[config.mk]
export PLATFORM = sky130hd
export DESIGN_NAME = fvfm_overlap
export DESIGN_NICKNAME = d
export VERILOG_FILES = /design/src/fog_volume_first_match_top_assert.svh /design/src/fvfm_pkg.sv /design/src/fvfm_overlap.sv
export SDC_FILE = /design/constraint.sdc
export NUM_CORES = 1
export LEC_CHECK = 0
export BUFFER_PORTS_ARGS = -buffer_cell sky130_fd_sc_hd__buf_2
export CAP_MARGIN = 30
export CORE_AREA = 5 5 153 155
export DETAILED_ROUTE_END_ITERATION = 10
export DIE_AREA = 0 0 158 160
export MAX_ROUTING_LAYER = met4
export PLACE_DENSITY = 0.62
export SYNTH_ARGS = -nofsm -noshare
export SYNTH_HDL_FRONTEND = slang
export SYNTH_SLANG_ARGS = --single-unit
[constraint.sdc]
create_clock -name vclk -period 3.3
set_input_delay 0.33 -clock vclk [all_inputs]
set_output_delay 0.33 -clock vclk [all_outputs]
set_load 0.01 [all_outputs]
[src/fog_volume_first_match_top_assert.svh]
// Assertion macros for the fog volume first match block.
// Used by modules that have clk and rst in scope; define NO_ASSERTIONS to drop them.
`ifndef FOG_VOLUME_FIRST_MATCH_TOP_ASSERT_SVH
`define FOG_VOLUME_FIRST_MATCH_TOP_ASSERT_SVH

`ifndef NO_ASSERTIONS
`define FVFM_ASSERT_SAME(lbl, ante, cons) \
  lbl: assert property (@(posedge clk) disable iff (rst) (ante) |-> (cons)) \
    else $error("fvfm assertion failed");
`define FVFM_ASSERT_NEXT(lbl, ante, cons) \
  lbl: assert property (@(posedge clk) disable iff (rst) (ante) |=> (cons)) \
    else $error("fvfm assertion failed");
`else
`define FVFM_ASSERT_SAME(lbl, ante, cons)
`define FVFM_ASSERT_NEXT(lbl, ante, cons)
`endif

`endif

[src/fvfm_pkg.sv]
// Package for the fog volume first match block: widths, codes, box and bound types.
// No dependencies; the interfaces and modules of the block use it by scoped names.
`timescale 1ns / 1ps

package fvfm_pkg;

  localparam int MAX_FOG_ENTRIES = 256;
  localparam int COORD_W         = 32;
  localparam int BOUND_W         = COORD_W + 2;
  localparam int RAD_W           = 31;
  localparam int IDX_W           = 8;
  localparam int CNT_W           = 9;

  localparam logic OP_LOAD  = 1'b0;
  localparam logic OP_QUERY = 1'b1;

  typedef logic signed [COORD_W-1:0] coord_t;
  typedef logic signed [BOUND_W-1:0] bound_t;

  typedef struct packed {
    coord_t min_x;
    coord_t min_y;
    coord_t min_z;
    coord_t max_x;
    coord_t max_y;
    coord_t max_z;
  } box_t;

  // Sphere extent on each axis: centre minus and plus radius
  typedef struct packed {
    bound_t lo_x;
    bound_t hi_x;
    bound_t lo_y;
    bound_t hi_y;
    bound_t lo_z;
    bound_t hi_z;
  } bounds_t;

  // Sign-extend a coordinate to bound width
  function automatic bound_t ext_coord(coord_t v);
    return {{(BOUND_W-COORD_W){v[COORD_W-1]}}, v};
  endfunction

  // Add two coordinates, clamping to the signed 32-bit range
  function automatic coord_t sat_add(coord_t a, coord_t b);
    logic [COORD_W:0] s;
    s = {a[COORD_W-1], a} + {b[COORD_W-1], b};
    if (s[COORD_W] != s[COORD_W-1]) begin
      return s[COORD_W] ? {1'b1, {(COORD_W-1){1'b0}}} : {1'b0, {(COORD_W-1){1'b1}}};
    end
    return s[COORD_W-1:0];
  endfunction

endpackage

[src/fvfm_overlap.sv]
// Sphere-box overlap test, shared by every entry of a scan.
// Depends on fvfm_pkg for the bound and box types.
`timescale 1ns / 1ps

module fvfm_overlap (
  input  fvfm_pkg::bounds_t bnd,
  input  fvfm_pkg::box_t    box,
  output logic              hit
);

  logic hit_x, hit_y, hit_z;

  // Overlap on an axis: low end below box max and high end above box min
  assign hit_x = (bnd.lo_x < fvfm_pkg::ext_coord(box.max_x)) &&
                 (bnd.hi_x > fvfm_pkg::ext_coord(box.min_x));
  assign hit_y = (bnd.lo_y < fvfm_pkg::ext_coord(box.max_y)) &&
                 (bnd.hi_y > fvfm_pkg::ext_coord(box.min_y));
  assign hit_z = (bnd.lo_z < fvfm_pkg::ext_coord(box.max_z)) &&
                 (bnd.hi_z > fvfm_pkg::ext_coord(box.min_z));

  assign hit = hit_x && hit_y && hit_z;

endmodule

==> flow_metrics.tcl, run 1 <==
set metrics [dict create \
    grt_setup_unrepaired "true" \
    dp_hpwl_um 18900 \
    pre_cts_ws_ns -0.264 \
    portBuffers 397 \
    synthTopCellsByCount "201 x ha_1, 195 x inv_1, 75 x a21oi_1" \
    finalNetCount 1712 \
    grt_max_degree 5 \
    yosys.area.top_type "ha_1" \
    synth_top_area_share_pct 50.4 \
    cp.depth 12 \
    grt_pass1_wl_um 29600 \
    die_w_um 158 \
    num_rows 54 \
    status "finished, final reports clean" \
    core_um2 21700 \
    first_pass_iters 4 \
    cp_num_buf_inv 3 \
    cp-end-kind "primary output" \
    critPathArrivalTime_ns 2.91 \
    place.gp.congestion 0.873 \
    path_delay_family "simple AND/OR/NAND/NOR gates" \
    drive_above_1_share_pct 39.0 \
    cpMaxStageDelayCell "or4_4" \
    synth_most_common_cell "ha_1" \
    irDropWorstVdd_mv 0.0397 \
    hold_depth 5 \
    worstPathRequired_ns 2.97 \
    hold_viol 0 \
    cts_hold_buf 0 \
    grt_pass1_vias 6418 \
    slew_headroom_pct 68.9 \
    drv_slew 0 \
    tightest_slew_ns 0.463 \
    setup_viol_count_final 0 \
    regArea_um2 0 \
    ant_nets 0 \
    start_kind "primary input" \
    synth_area_leaders "ha_1 50%, inv_1 15%, a21oi_1 7.5%" \
    p_total_w 0.000842 \
    grt_overflow 0 \
    cts_setup_buffers 0 \
    synth_area_per_cell_um2 7.12 \
    cp-startpoint "box[163]" \
    crit_fanout 2 \
    initial_core_util_pct 23.0 \
    die_h_um 160 \
    hp-class "in -> out" \
    seq_cell_count 0 \
    synthToLayoutAreaGrowth_pct 51.7 \
    first_iter_violations 183 \
    critPathMaxStageDelay_ns 0.56 \
    endpoint "hit" \
    track_usage_pct 14.5 \
    timing_worst_setup_path_type "in -> out" \
    vias 6170 \
    power.density_nw_per_um2 111 \
    yosysWarnings 0 \
    wl_um 19500 \
    synth_area_um2 4990 \
    post_drt_wl_per_cell_um 14.0 \
    period_share_pct 98.2 \
    syn_nets 1299 \
    yosysSeqAreaShare_pct 0 \
    dieArea_um2 25300 \
    antenna_found_initial 1 \
    min_from "bnd[67]" \
    drt-vias-per-instance 4.43 \
    synthCells 702 \
    p_leak_nw 4.85 \
    clkbuf_count 0 \
    cap_violations 0 \
    final.min_clock_period_ns 3.24 \
    cp_cell_sequence "buf_2 > inv_1 > ha_1 > a21o_1 > nand3_2 > a21oi_1 > or4_4 > a21oi_2 > mux2i_1 > or4_4 > a2111oi_4 > buf_2" \
    ys_types 39 \
    fin_ws_ns 0.0579 \
    drc 0 \
    fmax_mhz 308 \
    ioPinCount 397 \
]
-- placed cells by master, fill, tap and decap left out, types with 5 or more instances in the layout --
cell type	n
buf_2	397
inv_1	194
o21ai_0	28
nor3_1	7
nor2_1	17
a21oi_1	73
buf_4	14
nand2b_1	5
ha_1	198
a21o_1	22
a211oi_1	11
nand2_1	32
nand4_1	41
nand3_1	18
-- metal layers --
| metal | vias to the layer above | track usage (%) | routed length [um] |
|---|---|---|---|
| met5 | - | - | 0 |
| met4 | 0 | 1.67 | 215 |
| met3 | 14 | 1.54 | 1610 |
| met2 | 234 | 27.3 | 9920 |
| met1 | 2635 | 17.0 | 7790 |
| li1 | 3287 | - | - |
-- through the flow --
step	util [%]	area (um^2)	cells	hold slack [ns]	setup TNS, ns
final	34.9	7580	1394	1.24	0
after global routing	34.9	7580	1394	1.28	-0.0236
after CTS	34.5	7480	1393	1.25	0
after detailed placement	34.3	7440	1393	1.21	-0.264
after global placement	34.3	7440	1393	1.21	-0.255
after floorplan	-	4990	702	0.963	0
-- power breakdown --
group | total, W | internal, W | leakage, nW | switching (W)
Sequential | 0 | 0 | 0 | 0
Combinational | 0.000842 | 0.000440 | 4.85 | 0.000402
Clock | 0.0000000000405 | 0.0000000000405 | 0.00000634 | 0
Total | 0.000842 | 0.000440 | 4.85 | 0.000402
-- cell families (layout without fill, tap and decap cells) --
kind of cell    Yosys count  count (layout)  synth area share [%]
other cells               0               1                     0
xor+xnor                  2               2                 0.351
fa+ha+maj               201             201                  50.4
mux                       3               3                 0.626
buf+inv                 195             606                  14.7
simple gates            139             139                  14.6
compound gates          162             162                  19.4
-- what timing repair did --
item / CTS / global route
pin swaps: 1 / 14
setup endpoints to repair: 1 / 1
gates resized for setup: 6 / 19
-- final cells by class --
| class | count | area [um^2] |
|---|---|---|
| Tap cell | 280 | 350 |
| Inverter | 195 | 732 |
| Antenna cell | 1 | 2.50 |
| Timing Repair Buffer | 411 | 2090 |
| Multi-Input combinational cell | 507 | 4400 |
| Fill cell | 2328 | 14100 |
-- worst min-delay path by stage --
stage	slack, ns	endpoint
2_1_floorplan	0.96	hit
3_3_place_gp	1.21	hit
3_5_place_dp	1.21	hit
4_1_cts	1.25	hit
5_1_grt	1.28	hit
6_report	1.24	hit
No activity file was read; power rests on OpenSTA's default activity.
==> inputs of run 2 (changes only) <==
--- a/config.mk
+++ b/config.mk
@@ -7,9 +7,9 @@
 export LEC_CHECK = 0
 export BUFFER_PORTS_ARGS = -buffer_cell sky130_fd_sc_hd__buf_2
 export CAP_MARGIN = 30
-export CORE_AREA = 5 5 153 155
+export CORE_AREA = 5 5 152 154
 export DETAILED_ROUTE_END_ITERATION = 10
-export DIE_AREA = 0 0 158 160
+export DIE_AREA = 0 0 157 159
 export MAX_ROUTING_LAYER = met4
 export PLACE_DENSITY = 0.62
 export SYNTH_ARGS = -nofsm -noshare
==> run 2 against run 1 <==
Flip-flop and latch count unchanged. Hold slack better by 0.010 ns. Cell area down 1.8%. Final cell count down 0.43%. Setup slack better by 0.11 ns. Combinational power down 2.7%. Non-clock buffer count down 7. Maximum frequency up 3.6%. Core utilization down 0.42 points.
==> flow_metrics.tcl, run 2 (synthesis results as in run 1) <==
set metrics [dict create \
    core_um2 21600 \
    finalNetCount 1705 \
    fmax_mhz 320 \
    cts_setup_buffers 0 \
    crit_fanout 2 \
    cap_violations 0 \
    layout_common_cells "397 x buf_2, 201 x ha_1, 195 x inv_1, 74 x a21oi_1, 41 x nand4_1" \
    vias 6141 \
    dp_hpwl_um 19100 \
    p_leak_nw 4.80 \
    n_fill_cell 2339 \
    cpMaxStageDelayCell "or4_4" \
    grt_pass1_wl_um 29200 \
    worstPathRequired_ns 2.97 \
    ant_nets 0 \
    start_kind "primary input" \
    cp-end-kind "primary output" \
    first_iter_violations 189 \
    hp-class "in -> out" \
    post_drt_wl_per_cell_um 14.1 \
    timing_worst_setup_path_type "in -> out" \
    die_w_um 157 \
    irDropWorstVdd_mv 0.0430 \
    holdPathEnd "hit" \
    holdWs_ns 1.25 \
    grt_overflow 0 \
    initial_core_util_pct 23.2 \
    hold_depth 5 \
    power.density_nw_per_um2 110 \
    setup_viol_count_final 0 \
    portBuffers 397 \
    wl_um 19600 \
    ioPinCount 397 \
    first_pass_iters 4 \
    grt_pass1_vias 6316 \
    antenna_found_initial 2 \
    critPathArrivalTime_ns 2.80 \
    status "finished, final reports clean" \
    place.gp.congestion 0.866 \
    grt_max_degree 5 \
    num_rows 54 \
    synthToLayoutAreaGrowth_pct 48.9 \
    finalSetupTns_ns 0 \
    dieArea_um2 25000 \
    die_h_um 159 \
    hold_viol 0 \
    p_total_w 0.000819 \
    final_common_cell "buf_2" \
    period_share_pct 94.8 \
    slew_headroom_pct 64.5 \
    drive_above_1_share_pct 37.4 \
    track_usage_pct 14.6 \
    seq_cell_count 0 \
    final.min_clock_period_ns 3.13 \
    tightest_slew_ns 0.527 \
    drv_slew 0 \
    cp_cell_sequence "buf_2 > inv_1 > ha_1 > a21o_1 > nand3_2 > a21oi_1 > or4_4 > a21oi_2 > mux2i_1 > or4_4 > a2111oi_4 > buf_2" \
    critPathMaxStageDelay_ns 0.54 \
    regArea_um2 0 \
    drc 0 \
    drt-vias-per-instance 4.42 \
    clkbuf_count 0 \
    min_from "bnd[67]" \
]
run 2: how the worst max path moves through the flow:
stage / cells after the start / slack [ns] / from / to
2_1_floorplan: 9 / 0.44 / box[181] / hit
3_3_place_gp: 11 / -0.07 / box[179] / hit
3_5_place_dp: 11 / -0.14 / box[179] / hit
4_1_cts: 11 / 0.009 / box[179] / hit
5_1_grt: 12 / -0.003 / box[107] / hit
6_report: 12 / 0.17 / box[163] / hit
run 2: worst max-delay path: cells and delay by family:
| kind | cells | cell delay [ns] |
|---|---|---|
| and+or+nand+nor | 3 | 1.13 |
| adders and majority gates | 1 | 0.28 |
| AOI/OAI and AO/OA | 4 | 0.63 |
| muxes | 1 | 0.08 |
| buffers and inverters | 3 | 0.33 |
run 2: final cells by class:
type	instances	area [um^2]	area share, %
diodes	2	5.00	0.0673
inverters	195	732	9.84
multi-input cells	507	4310	58.0
well taps	280	350	4.71
repair buffers	404	2040	27.4
run 2: report_power, final:
group              internal, W  leakage, nW  switching (W)
Clock          0.0000000000499    0.0000111              0
Combinational         0.000427         4.80       0.000393
Sequential                   0            0              0
run 2: metrics by stage:
step | instance area, um^2 | worst slack (ns) | utilization (%) | std cells
6_report | 7440 | 0.171 | 34.5 | 1388
5_1_grt | 7440 | -0.00343 | 34.5 | 1388
4_1_cts | 7400 | 0.00925 | 34.3 | 1386
3_5_place_dp | 7380 | -0.138 | 34.3 | 1386
3_3_place_gp | 7380 | -0.0722 | 34.3 | 1386
2_1_floorplan | 4990 | 0.444 | - | 702
run 2: metal layers:
layer  up-vias  routed length, um  track usage (%)
met5         -                  0                -
met3        18               1290             1.28
li1       3272                  -                -
met2       225              10100             27.5
met1      2626               8010             17.3
met4         0                208             1.58
run 2: repair_timing:
action                     4_1_cts  5_1_grt
hold endpoints to repair         0        0
pin swaps                        1        4
hold buffers                     0        0
setup endpoints to repair        1        1
gates resized for setup          4        4
