File: src/fog_volume_first_match_top_assert.svh
// Assertion macros for the fog volume first match block.
// Used by modules that have clk and rst in scope; define NO_ASSERTIONS to drop them.
`ifndef FOG_VOLUME_FIRST_MATCH_TOP_ASSERT_SVH
`define FOG_VOLUME_FIRST_MATCH_TOP_ASSERT_SVH

`ifndef NO_ASSERTIONS
`define FVFM_ASSERT_SAME(lbl, ante, cons) \
  lbl: assert property (@(posedge clk) disable iff (rst) (ante) |-> (cons)) \
    else $error("fvfm assertion failed");
`define FVFM_ASSERT_NEXT(lbl, ante, cons) \
  lbl: assert property (@(posedge clk) disable iff (rst) (ante) |=> (cons)) \
    else $error("fvfm assertion failed");
`else
`define FVFM_ASSERT_SAME(lbl, ante, cons)
`define FVFM_ASSERT_NEXT(lbl, ante, cons)
`endif

`endif

File: src/fvfm_pkg.sv
// Package for the fog volume first match block: widths, codes, box and bound types.
// No dependencies; the interfaces and modules of the block use it by scoped names.
`timescale 1ns / 1ps

package fvfm_pkg;

  localparam int MAX_FOG_ENTRIES = 256;
  localparam int COORD_W         = 32;
  localparam int BOUND_W         = COORD_W + 2;
  localparam int RAD_W           = 31;
  localparam int IDX_W           = 8;
  localparam int CNT_W           = 9;

  localparam logic OP_LOAD  = 1'b0;
  localparam logic OP_QUERY = 1'b1;

  typedef logic signed [COORD_W-1:0] coord_t;
  typedef logic signed [BOUND_W-1:0] bound_t;

  typedef struct packed {
    coord_t min_x;
    coord_t min_y;
    coord_t min_z;
    coord_t max_x;
    coord_t max_y;
    coord_t max_z;
  } box_t;

  // Sphere extent on each axis: centre minus and plus radius
  typedef struct packed {
    bound_t lo_x;
    bound_t hi_x;
    bound_t lo_y;
    bound_t hi_y;
    bound_t lo_z;
    bound_t hi_z;
  } bounds_t;

  // Sign-extend a coordinate to bound width
  function automatic bound_t ext_coord(coord_t v);
    return {{(BOUND_W-COORD_W){v[COORD_W-1]}}, v};
  endfunction

  // Add two coordinates, clamping to the signed 32-bit range
  function automatic coord_t sat_add(coord_t a, coord_t b);
    logic [COORD_W:0] s;
    s = {a[COORD_W-1], a} + {b[COORD_W-1], b};
    if (s[COORD_W] != s[COORD_W-1]) begin
      return s[COORD_W] ? {1'b1, {(COORD_W-1){1'b0}}} : {1'b0, {(COORD_W-1){1'b1}}};
    end
    return s[COORD_W-1:0];
  endfunction

endpackage

File: src/fvfm_if.sv
// Request and response channel interfaces for the fog volume first match block.
// Depends on fvfm_pkg for field widths.
`timescale 1ns / 1ps

interface fvfm_req_if;
  logic                      valid;
  logic                      ready;
  logic                      opcode;
  logic [fvfm_pkg::IDX_W-1:0] entry_index;
  fvfm_pkg::coord_t          pos_x;
  fvfm_pkg::coord_t          pos_y;
  fvfm_pkg::coord_t          pos_z;
  fvfm_pkg::coord_t          ext_x;
  fvfm_pkg::coord_t          ext_y;
  fvfm_pkg::coord_t          ext_z;
  logic [fvfm_pkg::RAD_W-1:0] radius;
  logic                      no_world;

  modport source (output valid, opcode, entry_index, pos_x, pos_y, pos_z,
                  ext_x, ext_y, ext_z, radius, no_world, input ready);
  modport sink   (input valid, opcode, entry_index, pos_x, pos_y, pos_z,
                  ext_x, ext_y, ext_z, radius, no_world, output ready);
endinterface

interface fvfm_rsp_if;
  logic                       valid;
  logic                       ready;
  logic [fvfm_pkg::IDX_W-1:0] fog_number;

  modport source (output valid, fog_number, input ready);
  modport sink   (input valid, fog_number, output ready);
endinterface

File: src/fvfm_seq.sv
// Sequencer: takes requests, loads the table, scans it for a query, holds the result.
// Depends on fvfm_pkg, fvfm_if and the assertion macro header.
`timescale 1ns / 1ps
`include "fog_volume_first_match_top_assert.svh"

module fvfm_seq #(
  parameter int MAX_FOG_ENTRIES = fvfm_pkg::MAX_FOG_ENTRIES
) (
  input  logic                               clk,
  input  logic                               rst,
  fvfm_req_if.sink                           req,
  fvfm_rsp_if.source                         rsp,
  input  logic                               cfg_we,
  input  logic [fvfm_pkg::CNT_W-1:0]         cfg_data,
  output logic                               tbl_we,
  output logic [$clog2(MAX_FOG_ENTRIES)-1:0] tbl_wr_addr,
  output fvfm_pkg::box_t                     tbl_wr_data,
  output logic [$clog2(MAX_FOG_ENTRIES)-1:0] tbl_rd_addr,
  output fvfm_pkg::bounds_t                  bnd,
  input  logic                               hit
);

  localparam int AW    = $clog2(MAX_FOG_ENTRIES);
  localparam int LIM_W = ($clog2(MAX_FOG_ENTRIES + 1) > fvfm_pkg::CNT_W) ?
                         $clog2(MAX_FOG_ENTRIES + 1) : fvfm_pkg::CNT_W;

  typedef enum logic [3:0] {
    S_IDLE  = 4'b0001,
    S_BOUND = 4'b0010,
    S_SCAN  = 4'b0100,
    S_DONE  = 4'b1000
  } state_t;

  state_t                     state, state_next;
  logic [fvfm_pkg::CNT_W-1:0] fog_count;
  fvfm_pkg::coord_t           cx, cy, cz;
  logic [fvfm_pkg::RAD_W-1:0] rad;
  logic [LIM_W-1:0]           limit_r;
  logic [LIM_W-1:0]           ptr;
  logic                       rd_vld;
  logic [LIM_W-1:0]           rd_idx;
  logic [fvfm_pkg::IDX_W-1:0] result;
  logic                       out_valid;
  logic [fvfm_pkg::IDX_W-1:0] out_num;

  logic             accept;
  logic             is_query;
  logic             issue;
  logic             found;
  logic             scan_empty;
  logic             out_load;
  logic [LIM_W-1:0] idx_ext;
  logic [LIM_W-1:0] count_ext;
  logic [LIM_W-1:0] max_ext;
  fvfm_pkg::bound_t rad_ext;

  assign accept     = req.valid && req.ready;
  assign is_query   = (req.opcode == fvfm_pkg::OP_QUERY);
  assign issue      = (state == S_SCAN) && (ptr < limit_r);
  assign found      = (state == S_SCAN) && rd_vld && hit;
  assign scan_empty = (state == S_SCAN) && !issue && !rd_vld;
  assign out_load   = (state == S_DONE) && (!out_valid || rsp.ready);
  assign idx_ext    = LIM_W'(req.entry_index);
  assign count_ext  = LIM_W'(fog_count);
  assign max_ext    = LIM_W'(MAX_FOG_ENTRIES);
  assign rad_ext    = fvfm_pkg::bound_t'({{(fvfm_pkg::BOUND_W-fvfm_pkg::RAD_W){1'b0}}, rad});

  assign req.ready      = (state == S_IDLE);
  assign rsp.valid      = out_valid;
  assign rsp.fog_number = out_num;

  // Table write from a load request
  assign tbl_we      = accept && !is_query && (idx_ext < max_ext);
  assign tbl_wr_addr = idx_ext[AW-1:0];
  assign tbl_wr_data = '{min_x: req.pos_x, min_y: req.pos_y, min_z: req.pos_z,
                         max_x: req.ext_x, max_y: req.ext_y, max_z: req.ext_z};
  assign tbl_rd_addr = ptr[AW-1:0];

  // Pick the next state
  always_comb begin
    state_next = state;
    unique case (state)
      S_IDLE: begin
        if (accept && is_query) begin
          state_next = req.no_world ? S_DONE : S_BOUND;
        end
      end
      S_BOUND: begin
        state_next = S_SCAN;
      end
      S_SCAN: begin
        if (found || scan_empty) begin
          state_next = S_DONE;
        end
      end
      S_DONE: begin
        if (out_load) begin
          state_next = S_IDLE;
        end
      end
      default: begin
        state_next = S_IDLE;
      end
    endcase
  end

  // Control registers
  always_ff @(posedge clk) begin
    if (rst) begin
      state     <= S_IDLE;
      fog_count <= '0;
      rd_vld    <= 1'b0;
      out_valid <= 1'b0;
    end else begin
      state  <= state_next;
      rd_vld <= issue && !found;
      if (cfg_we) begin
        fog_count <= cfg_data;
      end
      if (out_load) begin
        out_valid <= 1'b1;
      end else if (rsp.ready) begin
        out_valid <= 1'b0;
      end
    end
  end

  // Query operands, scan pointer and result
  always_ff @(posedge clk) begin
    if (accept && is_query) begin
      cx      <= fvfm_pkg::sat_add(req.pos_x, req.ext_x);
      cy      <= fvfm_pkg::sat_add(req.pos_y, req.ext_y);
      cz      <= fvfm_pkg::sat_add(req.pos_z, req.ext_z);
      rad     <= req.radius;
      limit_r <= (count_ext > max_ext) ? max_ext : count_ext;
      result  <= '0;
    end
    if (state == S_BOUND) begin
      bnd.lo_x <= fvfm_pkg::ext_coord(cx) - rad_ext;
      bnd.hi_x <= fvfm_pkg::ext_coord(cx) + rad_ext;
      bnd.lo_y <= fvfm_pkg::ext_coord(cy) - rad_ext;
      bnd.hi_y <= fvfm_pkg::ext_coord(cy) + rad_ext;
      bnd.lo_z <= fvfm_pkg::ext_coord(cz) - rad_ext;
      bnd.hi_z <= fvfm_pkg::ext_coord(cz) + rad_ext;
      ptr      <= LIM_W'(1);
    end else if (issue) begin
      ptr <= ptr + LIM_W'(1);
    end
    rd_idx <= ptr;
    if (found) begin
      result <= rd_idx[fvfm_pkg::IDX_W-1:0];
    end
    if (out_load) begin
      out_num <= result;
    end
  end

  `FVFM_ASSERT_SAME(a_rdvld_in_scan, rd_vld, state == S_SCAN)
  `FVFM_ASSERT_SAME(a_rdidx_range, rd_vld, (rd_idx != '0) && (rd_idx < limit_r))
  `FVFM_ASSERT_NEXT(a_query_busy, accept && is_query, state != S_IDLE)
  `FVFM_ASSERT_NEXT(a_result_shown, out_load, out_valid)

endmodule

File: src/flat_wrapper.sv
// flat-port wrapper written by rule: the top's interface ports become plain ports
module fvfm_seq_flat 
#(
  parameter int MAX_FOG_ENTRIES = fvfm_pkg::MAX_FOG_ENTRIES
)
  (clk, rst, cfg_we, cfg_data, tbl_we, tbl_wr_addr, tbl_wr_data, tbl_rd_addr, bnd, hit, req_valid, req_opcode, req_entry_index, req_pos_x, req_pos_y, req_pos_z, req_ext_x, req_ext_y, req_ext_z, req_radius, req_no_world, req_ready, rsp_valid, rsp_fog_number, rsp_ready);
  fvfm_req_if req_i ();
  fvfm_rsp_if rsp_i ();
  input  logic clk;
  input  logic rst;
  input  logic cfg_we;
  input  logic [fvfm_pkg::CNT_W-1:0] cfg_data;
  output logic tbl_we;
  output logic [$clog2(MAX_FOG_ENTRIES)-1:0] tbl_wr_addr;
  output fvfm_pkg::box_t tbl_wr_data;
  output logic [$clog2(MAX_FOG_ENTRIES)-1:0] tbl_rd_addr;
  output fvfm_pkg::bounds_t bnd;
  input  logic hit;
  input wire logic [$bits(req_i.valid)-1:0] req_valid;
  input wire logic [$bits(req_i.opcode)-1:0] req_opcode;
  input wire logic [$bits(req_i.entry_index)-1:0] req_entry_index;
  input wire logic [$bits(req_i.pos_x)-1:0] req_pos_x;
  input wire logic [$bits(req_i.pos_y)-1:0] req_pos_y;
  input wire logic [$bits(req_i.pos_z)-1:0] req_pos_z;
  input wire logic [$bits(req_i.ext_x)-1:0] req_ext_x;
  input wire logic [$bits(req_i.ext_y)-1:0] req_ext_y;
  input wire logic [$bits(req_i.ext_z)-1:0] req_ext_z;
  input wire logic [$bits(req_i.radius)-1:0] req_radius;
  input wire logic [$bits(req_i.no_world)-1:0] req_no_world;
  output wire logic [$bits(req_i.ready)-1:0] req_ready;
  output wire logic [$bits(rsp_i.valid)-1:0] rsp_valid;
  output wire logic [$bits(rsp_i.fog_number)-1:0] rsp_fog_number;
  input wire logic [$bits(rsp_i.ready)-1:0] rsp_ready;
  assign req_i.valid = req_valid;
  assign req_i.opcode = req_opcode;
  assign req_i.entry_index = req_entry_index;
  assign req_i.pos_x = req_pos_x;
  assign req_i.pos_y = req_pos_y;
  assign req_i.pos_z = req_pos_z;
  assign req_i.ext_x = req_ext_x;
  assign req_i.ext_y = req_ext_y;
  assign req_i.ext_z = req_ext_z;
  assign req_i.radius = req_radius;
  assign req_i.no_world = req_no_world;
  assign req_ready = req_i.ready;
  assign rsp_valid = rsp_i.valid;
  assign rsp_fog_number = rsp_i.fog_number;
  assign rsp_i.ready = rsp_ready;
  fvfm_seq #(.MAX_FOG_ENTRIES(MAX_FOG_ENTRIES)) u_core (.clk(clk), .rst(rst), .req(req_i), .rsp(rsp_i), .cfg_we(cfg_we), .cfg_data(cfg_data), .tbl_we(tbl_we), .tbl_wr_addr(tbl_wr_addr), .tbl_wr_data(tbl_wr_data), .tbl_rd_addr(tbl_rd_addr), .bnd(bnd), .hit(hit));
endmodule
File: config.mk
export PLATFORM = sky130hd
export DESIGN_NAME = fvfm_seq_flat
export DESIGN_NICKNAME = d
export VERILOG_FILES = /design/src/fvfm_pkg.sv /design/src/fvfm_if.sv /design/src/fvfm_seq.sv /design/src/flat_wrapper.sv
export VERILOG_INCLUDE_DIRS = /design/src /design/src/src
export SDC_FILE = /design/constraint.sdc
export NUM_CORES = 1
export LEC_CHECK = 0
export BUFFER_PORTS_ARGS = -buffer_cell sky130_fd_sc_hd__buf_2
export CORE_AREA = 2 2 260 262
export DETAILED_ROUTE_END_ITERATION = 12
export DIE_AREA = 0 0 262 264
export PLACE_DENSITY = 0.68
export SKIP_CTS_REPAIR_TIMING = 1
export SLEW_MARGIN = 20
export SYNTH_ARGS = -nofsm -noshare
export SYNTH_HDL_FRONTEND = slang
export SYNTH_SLANG_ARGS = --single-unit
File: constraint.sdc
create_clock -name clk -period 10.4 [get_ports clk]
set_input_delay 1.56 -clock clk [delete_from_list [all_inputs] [get_ports clk]]
set_output_delay 1.56 -clock clk [all_outputs]
set_load 0.03 [all_outputs]
==> run summary, run 1 <==
Largest net degree at the start of global routing = 131
Clock share of power = 23.0%
Sum Neg Setup Slack = 0 ns
Max_cap viols = 0
PD cells = 201 nW/µm²
Sw Share = 40.5%
Core area = 66,600 µm²
Initial Util = 44.1%
Dpl hpwl = 82.0 mm
Num CTS Buffers = 45
Routed Antenna Nets = 0
Met1 wire length = 42.8 mm
Post-Syn Instances = 3,028
Synth Flop Type = edfxtp_1
Comb power frac = 44.1%
Status = finished clean
Clock latency on the worst-skew pair = 0.58 ns
Setup Skew = 0.0315 ns
Drt total wl = 98.7 mm
Initial antenna violation count = 9
Post-layout minimum cycle time = 4.73 ns
FMAX = 0.211 GHz
Post-synthesis cell area = 29,300 µm²
PortBufs = 654
Int Pwr = 3.97 mW
CP max FO = 30
RePlAce Congestion = 0.964
CTS clock-pin slew for the worst setup and hold paths = 0.06 ns
Mux cell area share after synthesis = 0.589%
Syn avg cell area = 9.69 µm²
Synth-to-layout area growth = 13.1%
RSZ-0062 raised after global routing = false
Metal3 WL = 6.74 mm
Grt ovf = 0
Vias/cell = 5.63
Final max-slew violation count = 0
First-pass GRT wire length = 142 mm
DRC Markers = 0
Ys Warns = 0
Number of global-route vias before repair = 22,875
DIE AREA = 69,200 µm²
Synth Area in Compound Gates = 20.1%
Drt pass-1 iters = 6
Synth Register Bits = 379
Post-Synth XOR/XNOR Area = 7.07%
CTS tree = built
CTS sink cnt = 379
Most frequent cells in the layout = buf_2 (654), edfxtp_1 (347), ha_1 (291), a21oi_1 (287), nor2_1 (239)
Met2 wire len = 45.9 mm
Die Height = 264 µm
Seq pwr share = 32.9%
Slew headroom = 29.1%
Post-Synth Simple-Gate Area = 12.0%
FFs w/ async S/R, synth = 0%
GRT Util Overall = 27.5%
Fill count = 6,234
Rows = 95
Number of synthesized flops with an enable pin = 347
Crit path launch type = input port
Library cells used by synthesis = 113
Worst Path Arrival = 5.12 ns
DR vias = 24,450
Nets = 3,969
Sequential area share after synthesis = 37.7%
CP Data Required Time = 10.79 ns
Final period util = 45.5%
Static Leak = 14.1 nW
Share of cells above drive strength 1 = 23.0%
Drt wl/cell = 22.8 µm
Ports = 671
H-tree Lvls = 2
Root Buffer = clkbuf_16
Worst VDD drop = 0.000130 V
Crit-path cells = buf_2 -> ha_1 -> inv_1 -> fa_1 -> nor2b_1 -> o211ai_1 -> a2111oi_2 -> o31ai_1 -> o211ai_2 -> nand4_1 -> a31oi_2 -> nand2_1 -> a21oi_1
Max incr delay on CP = 0.56 ns
Worst-Margin Slew = 1.06 ns
Crit Path Category = input port to flop
Critical Path Sink Type = flop
Commonest non-fill, non-tap cell in the layout = buf_2
Slowest-stage cell, CP = a2111oi_2
Chip width = 262 µm
Hold Path Class = flop to flop
Synthesized Nets = 3,576
Synth Area in Adders = 13.4%
Main combinational cell family by area after synthesis = compound AO/OA/AOI/OAI gates
Core Util, Final = 49.9%
Final hold violations = 0
P_sw = 2.70 mW
Maximum clock insertion buffer count = 3
Highest routed layer = met5
DRT iter0 DRCs = 2,129
Final setup fails = 0
registers in the layout, indices dropped and copies added (netlist names), 8 cells and up:
signal	cells
u_core.rsp.fog_number	8
u_core.ptr	9
u_core.bnd	195
u_core.result	8
u_core.cz	32
u_core.limit_r	9
u_core.count_ext	9
u_core.cy	32
u_core.rd_idx	8
u_core.rad	31
u_core.cx	32
path summary, 6_finish.rpt:
kind,end,slack (ns),depth (start not counted),start
setup / recovery,u_core.cx[1]$_DFFE_PP_,5.67,13,req_pos_x[0]
setup reg to reg,u_core.bnd[131]$_DFFE_PN_,6.34,11,u_core.rad[1]$_DFFE_PP_
hold / removal,u_core.rsp.fog_number[5]$_DFFE_PP_,0.42,0,u_core.result[5]$_SDFFCE_PN0P_
hold reg to reg,u_core.rsp.fog_number[5]$_DFFE_PP_,0.42,0,u_core.result[5]$_SDFFCE_PN0P_
cell usage after synthesis (9+ instances only):
master,n,area (µm²)
a211oi_1,20,150
a21boi_0,12,90.1
a21o_1,85,638
a21oi_1,287,1440
a31oi_1,19,119
a41oi_1,9,78.8
and2_1,24,150
and3_1,19,119
buf_2,21,105
buf_4,218,1640
clkbuf_1,72,270
dfxtp_1,32,641
edfxtp_1,347,10400
fa_1,9,180
ha_1,291,3640
inv_1,173,649
maj3_1,10,100
mux2i_1,15,150
nand2_1,122,458
nand2b_1,37,231
nand3_1,47,235
nand4_1,22,138
nor2_1,239,897
nor2b_1,40,250
nor3_1,55,275
nor4_1,20,125
o211ai_1,22,165
o21a_1,34,255
o21ai_0,172,861
o21ai_1,13,65.1
o21bai_1,58,435
o31a_1,9,78.8
o31ai_1,19,143
or2_2,13,81.3
or3_1,18,113
or4_1,9,67.6
xnor2_1,165,1450
xor2_1,70,613
layer usage:
metal	vias to the layer above	track usage, %
li1	11605	-
met1	11746	37.8
met2	960	44.2
met3	137	3.91
met4	2	9.33
met5	-	0
worst max-delay path: cells and delay by family:
family | cells | cell delay, ns
AO/OA/AOI/OAI | 6 | 1.93
AND/OR/NAND/NOR | 3 | 0.87
adder cells (fa/ha/maj) | 2 | 0.57
buffers and inverters | 2 | 0.16
area by class of cell:
class	instances	area, µm²	area share, %
Multi-Input combinational cell	2158	15600	47.0
Sequential cell	379	11100	33.3
Timing Repair Buffer	661	3330	10.0
Clock buffer	61	1220	3.67
Tap cell	873	1090	3.29
Inverter	176	668	2.01
Clock inverter	21	204	0.615
Antenna cell	10	25.0	0.0754
through the flow:
stage                     setup slack [ns]  total power, mW  hold slack (ns)  cell area, µm²  cells
after global placement                5.18             5.12            0.403           31700   4247
after detailed placement              5.07             5.13            0.405           31700   4247
after floorplan                       4.09             4.28            0.384           29300   3028
after global routing                  5.30             7.02            0.423           33200   4337
after CTS                             5.65             6.67            0.418           33200   4329
final                                 5.67             6.67            0.418           33200   4339
power by group through the flow:
stage / combinational (mW) / sequential (mW) / clock, mW
2_1_floorplan: 2.08 / 2.20 / 0
3_3_place_gp: 2.90 / 2.22 / 0
3_5_place_dp: 2.91 / 2.22 / 0
4_1_cts: 2.92 / 2.19 / 1.57
5_1_grt: 3.20 / 2.20 / 1.62
6_report: 2.94 / 2.20 / 1.53
cell families after synthesis:
group | count (synthesis)
and+or+nand+nor | 708
DFF | 379
AOI/OAI and AO/OA | 887
muxes | 17
adders and majority gates | 310
buffers and inverters | 491
xor gates and xnor gates | 236
Power figures use the tool's default switching activity.
==> inputs of run 2 (changes only) <==
- CORE_AREA: 2 2 260 262 -> 2 2 261 263
- DIE_AREA: 0 0 262 264 -> 0 0 263 265
- PLACE_DENSITY: 0.68 -> 0.67
- clock period: 10.4 -> 4.6 ns (I/O delays scaled with it)
==> run 2 against run 1 <==
Final area increased by 0.57%. Global-route usage decreased by 1.1 points. Critical path depth decreased by 2. Critical path type is now flop to flop. Largest cell class unchanged. Largest power group unchanged.
==> run summary, run 2 (synthesis gave the netlist of run 1 again) <==
Status = finished clean
Sum Neg Setup Slack = 0 ns (unchanged)
Number of flip-flops under the largest register name = 195 (unchanged)
Fin cells = 4,345 (+0.14%)
Synth-to-layout area growth = 13.8%
H-tree Lvls = 2 (unchanged)
Core Util, Final = 50.0% (+0.11 points)
RSZ-0062 raised after global routing = false
Biggest register = u_core.bnd
Drt wl/cell = 22.2 µm (-2.3%)
Final period util = 85.9%
Post-layout minimum cycle time = 3.95 ns
Clock latency on the worst-skew pair = 0.60 ns (+0.02 ns)
Final max-slew violation count = 0 (unchanged)
Num CTS Buffers = 46 (+2.2%)
CTS tree = built
Max incr delay on CP = 0.71 ns (+0.15 ns)
Initial antenna violation count = 9 (unchanged)
CTS clock-pin slew for the worst setup and hold paths = 0.07 ns (about the same)
Routed Antenna Nets = 0 (unchanged)
Max_cap viols = 0 (unchanged)
DRT iter0 DRCs = 1,913 (-10%)
Grt ovf = 0 (unchanged)
Ports = 671 (unchanged)
Drt total wl = 96.7 mm (-2.1%)
PD cells = 456 nW/µm² (+130%)
DRC Markers = 0 (unchanged)
Drt pass-1 iters = 5 (-1)
Worst-Margin Slew = 1.08 ns (+0.0185 ns)
Final hold violations = 0 (unchanged)
Number of global-route vias before repair = 22,696 (-0.78%)
PnR worst setup slack = 0.647 ns (-5.02 ns)
GRT Util Overall = 26.4% (-1.1 points)
Pre-CTS WS = 0.203 ns (-4.86 ns)
Crit Path Category = flop to flop
DIE AREA = 69,700 µm² (+0.76%)
PortBufs = 654 (unchanged)
DR vias = 24,197 (-1.0%)
Largest net degree at the start of global routing = 73 (-44%)
DP Cell Count = 4,254 (+0.16%)
First-pass GRT wire length = 138 mm (-2.5%)
FMAX = 0.253 GHz
Critical Path Sink Type = flop
Vias/cell = 5.57 (-1.2%)
Worst Path Arrival = 4.26 ns (-0.86 ns)
Slew headroom = 27.8% (-1.2 points)
Commonest non-fill, non-tap cell in the layout = buf_2
Worst VDD drop = 0.000398 V (+210%)
Slowest-stage cell, CP = edfxtp_1
Final setup fails = 0 (unchanged)
Hold Path Class = input port to flop
CP max FO = 10 (-67%)
Root Buffer = clkbuf_16
Most frequent cells in the layout = buf_2 (654), edfxtp_1 (347), ha_1 (291), a21oi_1 (287), nor2_1 (239)
Static Leak = 14.2 nW (+0.72%)
Chip width = 263 µm (+0.38%)
Setup Skew = 0.0271 ns (-0.00443 ns)
RePlAce Congestion = 0.954 (-1.0%)
CTS sink cnt = 379 (unchanged)
Die Height = 265 µm (+0.38%)
Maximum clock insertion buffer count = 3 (unchanged)
Crit-path cells = inv_1 -> ha_1 -> nor2b_1 -> o221ai_1 -> a211oi_1 -> o211ai_1 -> a21oi_1 -> o41ai_2 -> o31ai_4 -> a2111oi_0 -> a311oi_1
Core area = 66,800 µm² (+0.36%)
Initial Util = 43.9% (-0.16 points)
Crit path launch type = flop
Dpl hpwl = 80.9 mm (-1.3%)
CP Data Required Time = 4.91 ns (-5.88 ns)
Nets = 3,977 (+0.20%)
Share of cells above drive strength 1 = 23.4% (+0.45 points)
Rows = 95 (unchanged)
-- run 2: changes by cell type in the layout (fill, tap and decap cells not counted), moves of 3 or more --
cell       change
clkbuf_16      +3
diode_2        -4
buf_4          +5
clkbuf_1       -9
-- run 2: layer usage --
metal,share of wire [%],vias to the layer above,GRT usage (%)
met5,0.027,-,0
met4,3.6,4,9.22
met3,5.9,142,3.25
met2,47,848,44.6
met1,43,11558,35.0
li1,-,11645,-
-- run 2: metrics by stage --
step	total power [mW]	hold WS (ns)	cell area [µm²]
2_1_floorplan	9.65	0.384	29300
3_3_place_gp	11.5	0.401	31800
3_5_place_dp	11.5	0.406	31800
4_1_cts	15.2	0.219	33300
5_1_grt	16.0	0.241	33400
6_report	15.2	0.264	33400
-- run 2: layout make-up --
cell class                      instances  area (µm²)
Clock buffer                           55        1260
Sequential cell                       379       11100
Tap cell                              873        1090
Multi-Input combinational cell       2158       15600
Antenna cell                            6        15.0
Fill cell                            6253       33400
Inverter                              176         668
Timing Repair Buffer                  668        3400
Clock inverter                         30         279
-- run 2: worst paths after layout --
kind                                   from                                 end  slack, ns  cells after the start
max                 u_core.rad[1]$_DFFE_PP_            u_core.bnd[25]$_DFFE_PN_       0.65                     11
min                          req_radius[12]            u_core.rad[12]$_DFFE_PP_       0.26                      1
max reg2reg         u_core.rad[1]$_DFFE_PP_            u_core.bnd[25]$_DFFE_PN_       0.65                     11
min reg2reg  u_core.result[1]$_SDFFCE_PN0P_  u_core.rsp.fog_number[1]$_DFFE_PP_       0.42                      0
-- run 2: power by group --
group          internal (mW)  total, mW  switching [mW]
logic                   2.38       6.57            4.19
registers               4.57       4.97           0.398
clock network           2.14       3.67            1.52
-- run 2: worst max-delay path, delay by kind of cell, from the launching register on --
kind / cells / cell delay (ns)
compound gates: 8 / 2.35
fa+ha+maj: 1 / 0.35
buf+inv: 1 / 0.22
flops: 1 / 0.71
simple gates: 1 / 0.06
==> inputs of run 3 (changes only) <==
- clock period: 4.6 -> 4.15 ns (I/O delays scaled with it)
==> run 3 against run 2 <==
Setup slack got worse by 0.27 ns. Fmax increased by 4.8%. Combinational power increased by 13%. Critical endpoint is now u_core.bnd[100]$_DFFE_PN_. Highest routed layer unchanged.
==> run summary, run 3 (synthesis gave the netlist of run 1 again) <==
Total power = 16.9 mW (+11%)
Initial Util = 43.9% (unchanged)
Highest routed layer = met5
CP max FO = 6 (-4)
FMAX = 0.265 GHz (+4.8%)
Dpl hpwl = 81.9 mm (+1.2%)
Status = finished clean
Number of global-route vias before repair = 23,215 (+2.3%)
Setup Skew = 0.0301 ns (+0.00295 ns)
Worst Hold Slack = 0.195 ns (-0.0689 ns)
First-pass GRT wire length = 142 mm (+2.4%)
PortBufs = 654 (unchanged)
Sum Neg Setup Slack = 0 ns (unchanged)
GRT Util Overall = 27.0% (+0.60 points)
Slowest-stage cell, CP = edfxtp_1
Drt total wl = 97.9 mm (+1.3%)
DRT iter0 DRCs = 1,908 (-0.26%)
Maximum clock insertion buffer count = 3 (unchanged)
Initial antenna violation count = 3 (-6)
DIE AREA = 69,700 µm² (unchanged)
Num CTS Buffers = 44 (-4.3%)
CP Depth = 12 (+1)
DRC Markers = 0 (unchanged)
Worst-Margin Slew = 1.00 ns (-0.0788 ns)
DR vias = 24,324 (+0.52%)
Routed Antenna Nets = 0 (unchanged)
Clock latency on the worst-skew pair = 0.60 ns (about the same)
Number of flip-flops under the largest register name = 195 (unchanged)
Synth-to-layout area growth = 14.0%
Critical Path Sink Type = flop
Post-layout minimum cycle time = 3.77 ns (-0.182 ns)
Worst reg-to-reg setup slack = 0.38 ns (-0.27 ns)
Chip width = 263 µm (unchanged)
Crit-path cells = ha_1 -> fa_1 -> nor2b_1 -> o21ai_0 -> a21boi_1 -> o31ai_1 -> buf_4 -> a2111oi_1 -> o31a_1 -> o31ai_2 -> o41ai_1 -> nor3b_1
CP Data Required Time = 4.53 ns (-0.38 ns)
Ports = 671 (unchanged)
Slew headroom = 32.8% (+5.0 points)
Share of cells above drive strength 1 = 23.7% (+0.32 points)
Final setup fails = 0 (unchanged)
Met2 wire len = 46.0 mm (+1.0%)
Rows = 95 (unchanged)
Met1 wire length = 42.3 mm (+0.85%)
Hold depth = 2 (+1)
DP Cell Count = 4,271 (+0.40%)
Die Height = 265 µm (unchanged)
Grt ovf = 0 (unchanged)
PD cells = 504 nW/µm² (+11%)
Max incr delay on CP = 0.51 ns (-0.20 ns)
H-tree Lvls = 2 (unchanged)
Crit Path Category = flop to flop
Worst path bufs/invs = 1 (unchanged)
Root Buffer = clkbuf_16
Nets = 3,992 (+0.38%)
Crit path max-delay family = compound AO/OA/AOI/OAI gates
Vias/cell = 5.59 (+0.32%)
Worst Path Arrival = 4.15 ns (-0.11 ns)
Metal3 WL = 6.07 mm (+6.4%)
Reg2Reg Depth = 12 (+1)
Most frequent cells in the layout = buf_2 (654), edfxtp_1 (347), ha_1 (291), a21oi_1 (287), nor2_1 (238)
CTS sink cnt = 379 (unchanged)
Drt pass-1 iters = 5 (unchanged)
Max_cap viols = 0 (unchanged)
RePlAce Congestion = 0.969 (+1.5%)
Static Leak = 14.3 nW (+0.28%)
Final period util = 90.9% (+4.9 points)
Crit path launch type = flop
Final max-slew violation count = 0 (unchanged)
Commonest non-fill, non-tap cell in the layout = buf_2
Fin cells = 4,354 (+0.21%)
Biggest register = u_core.bnd
Core area = 66,800 µm² (unchanged)
CTS clock-pin slew for the worst setup and hold paths = 0.06 ns (about the same)
Largest net degree at the start of global routing = 81 (+11%)
Worst VDD drop = 0.000323 V (-19%)
Drt wl/cell = 22.5 µm (+1.1%)
CTS tree = built
Hold Path Class = input port to flop
Final hold violations = 0 (unchanged)
RSZ-0062 raised after global routing = false
run 3: final cells by class:
type / count / area [µm²]
multi-input cells: 2158 / 15600
fillers: 6243 / 33300
clock inverters: 31 / 340
well taps: 873 / 1090
diodes: 3 / 7.51
flip-flops and latches: 379 / 11100
repair buffers: 685 / 3540
clock buffers: 49 / 1140
inverters: 176 / 668
run 3: through the flow:
stage	worst slack (ns)	util (%)	instance area (µm²)
2_1_floorplan	0.327	-	29300
3_3_place_gp	0.137	47.8	32000
3_5_place_dp	0.0262	47.8	32000
4_1_cts	0.409	50.1	33400
5_1_grt	0.152	50.1	33500
6_report	0.380	50.1	33500
run 3: final timing paths:
kind	end	startpoint
setup / recovery	u_core.bnd[100]$_DFFE_PN_	u_core.rad[0]$_DFFE_PP_
hold / removal	u_core.state[1]$_SDFFE_PP0P_	req_no_world
setup reg to reg	u_core.bnd[100]$_DFFE_PN_	u_core.rad[0]$_DFFE_PP_
hold reg to reg	u_core.rsp.fog_number[7]$_DFFE_PP_	u_core.result[7]$_SDFFCE_PN0P_
run 3: report_power, final:
group / internal, mW / switching [mW]
sequential: 5.07 / 0.431
clock: 2.31 / 1.67
combinational: 2.70 / 4.70
total: 10.1 / 6.80
run 3: worst reg2reg max path, stage by stage (launching register included):
cell       delay (ns)
edfxtp_1         0.51
ha_1             0.29
fa_1             0.41
nor2b_1          0.15
o21ai_0          0.26
a21boi_1         0.15
o31ai_1          0.24
buf_4            0.16
a2111oi_1        0.10
o31a_1           0.37
o31ai_2          0.51
o41ai_1          0.14
nor3b_1          0.28
run 3: metal layers:
| layer | global-route usage (%) | vias up |
|---|---|---|
| met4 | 9.37 | 2 |
| met2 | 44.9 | 926 |
| met1 | 36.1 | 11591 |
| met3 | 3.73 | 151 |
| li1 | - | 11654 |
| met5 | 0 | - |
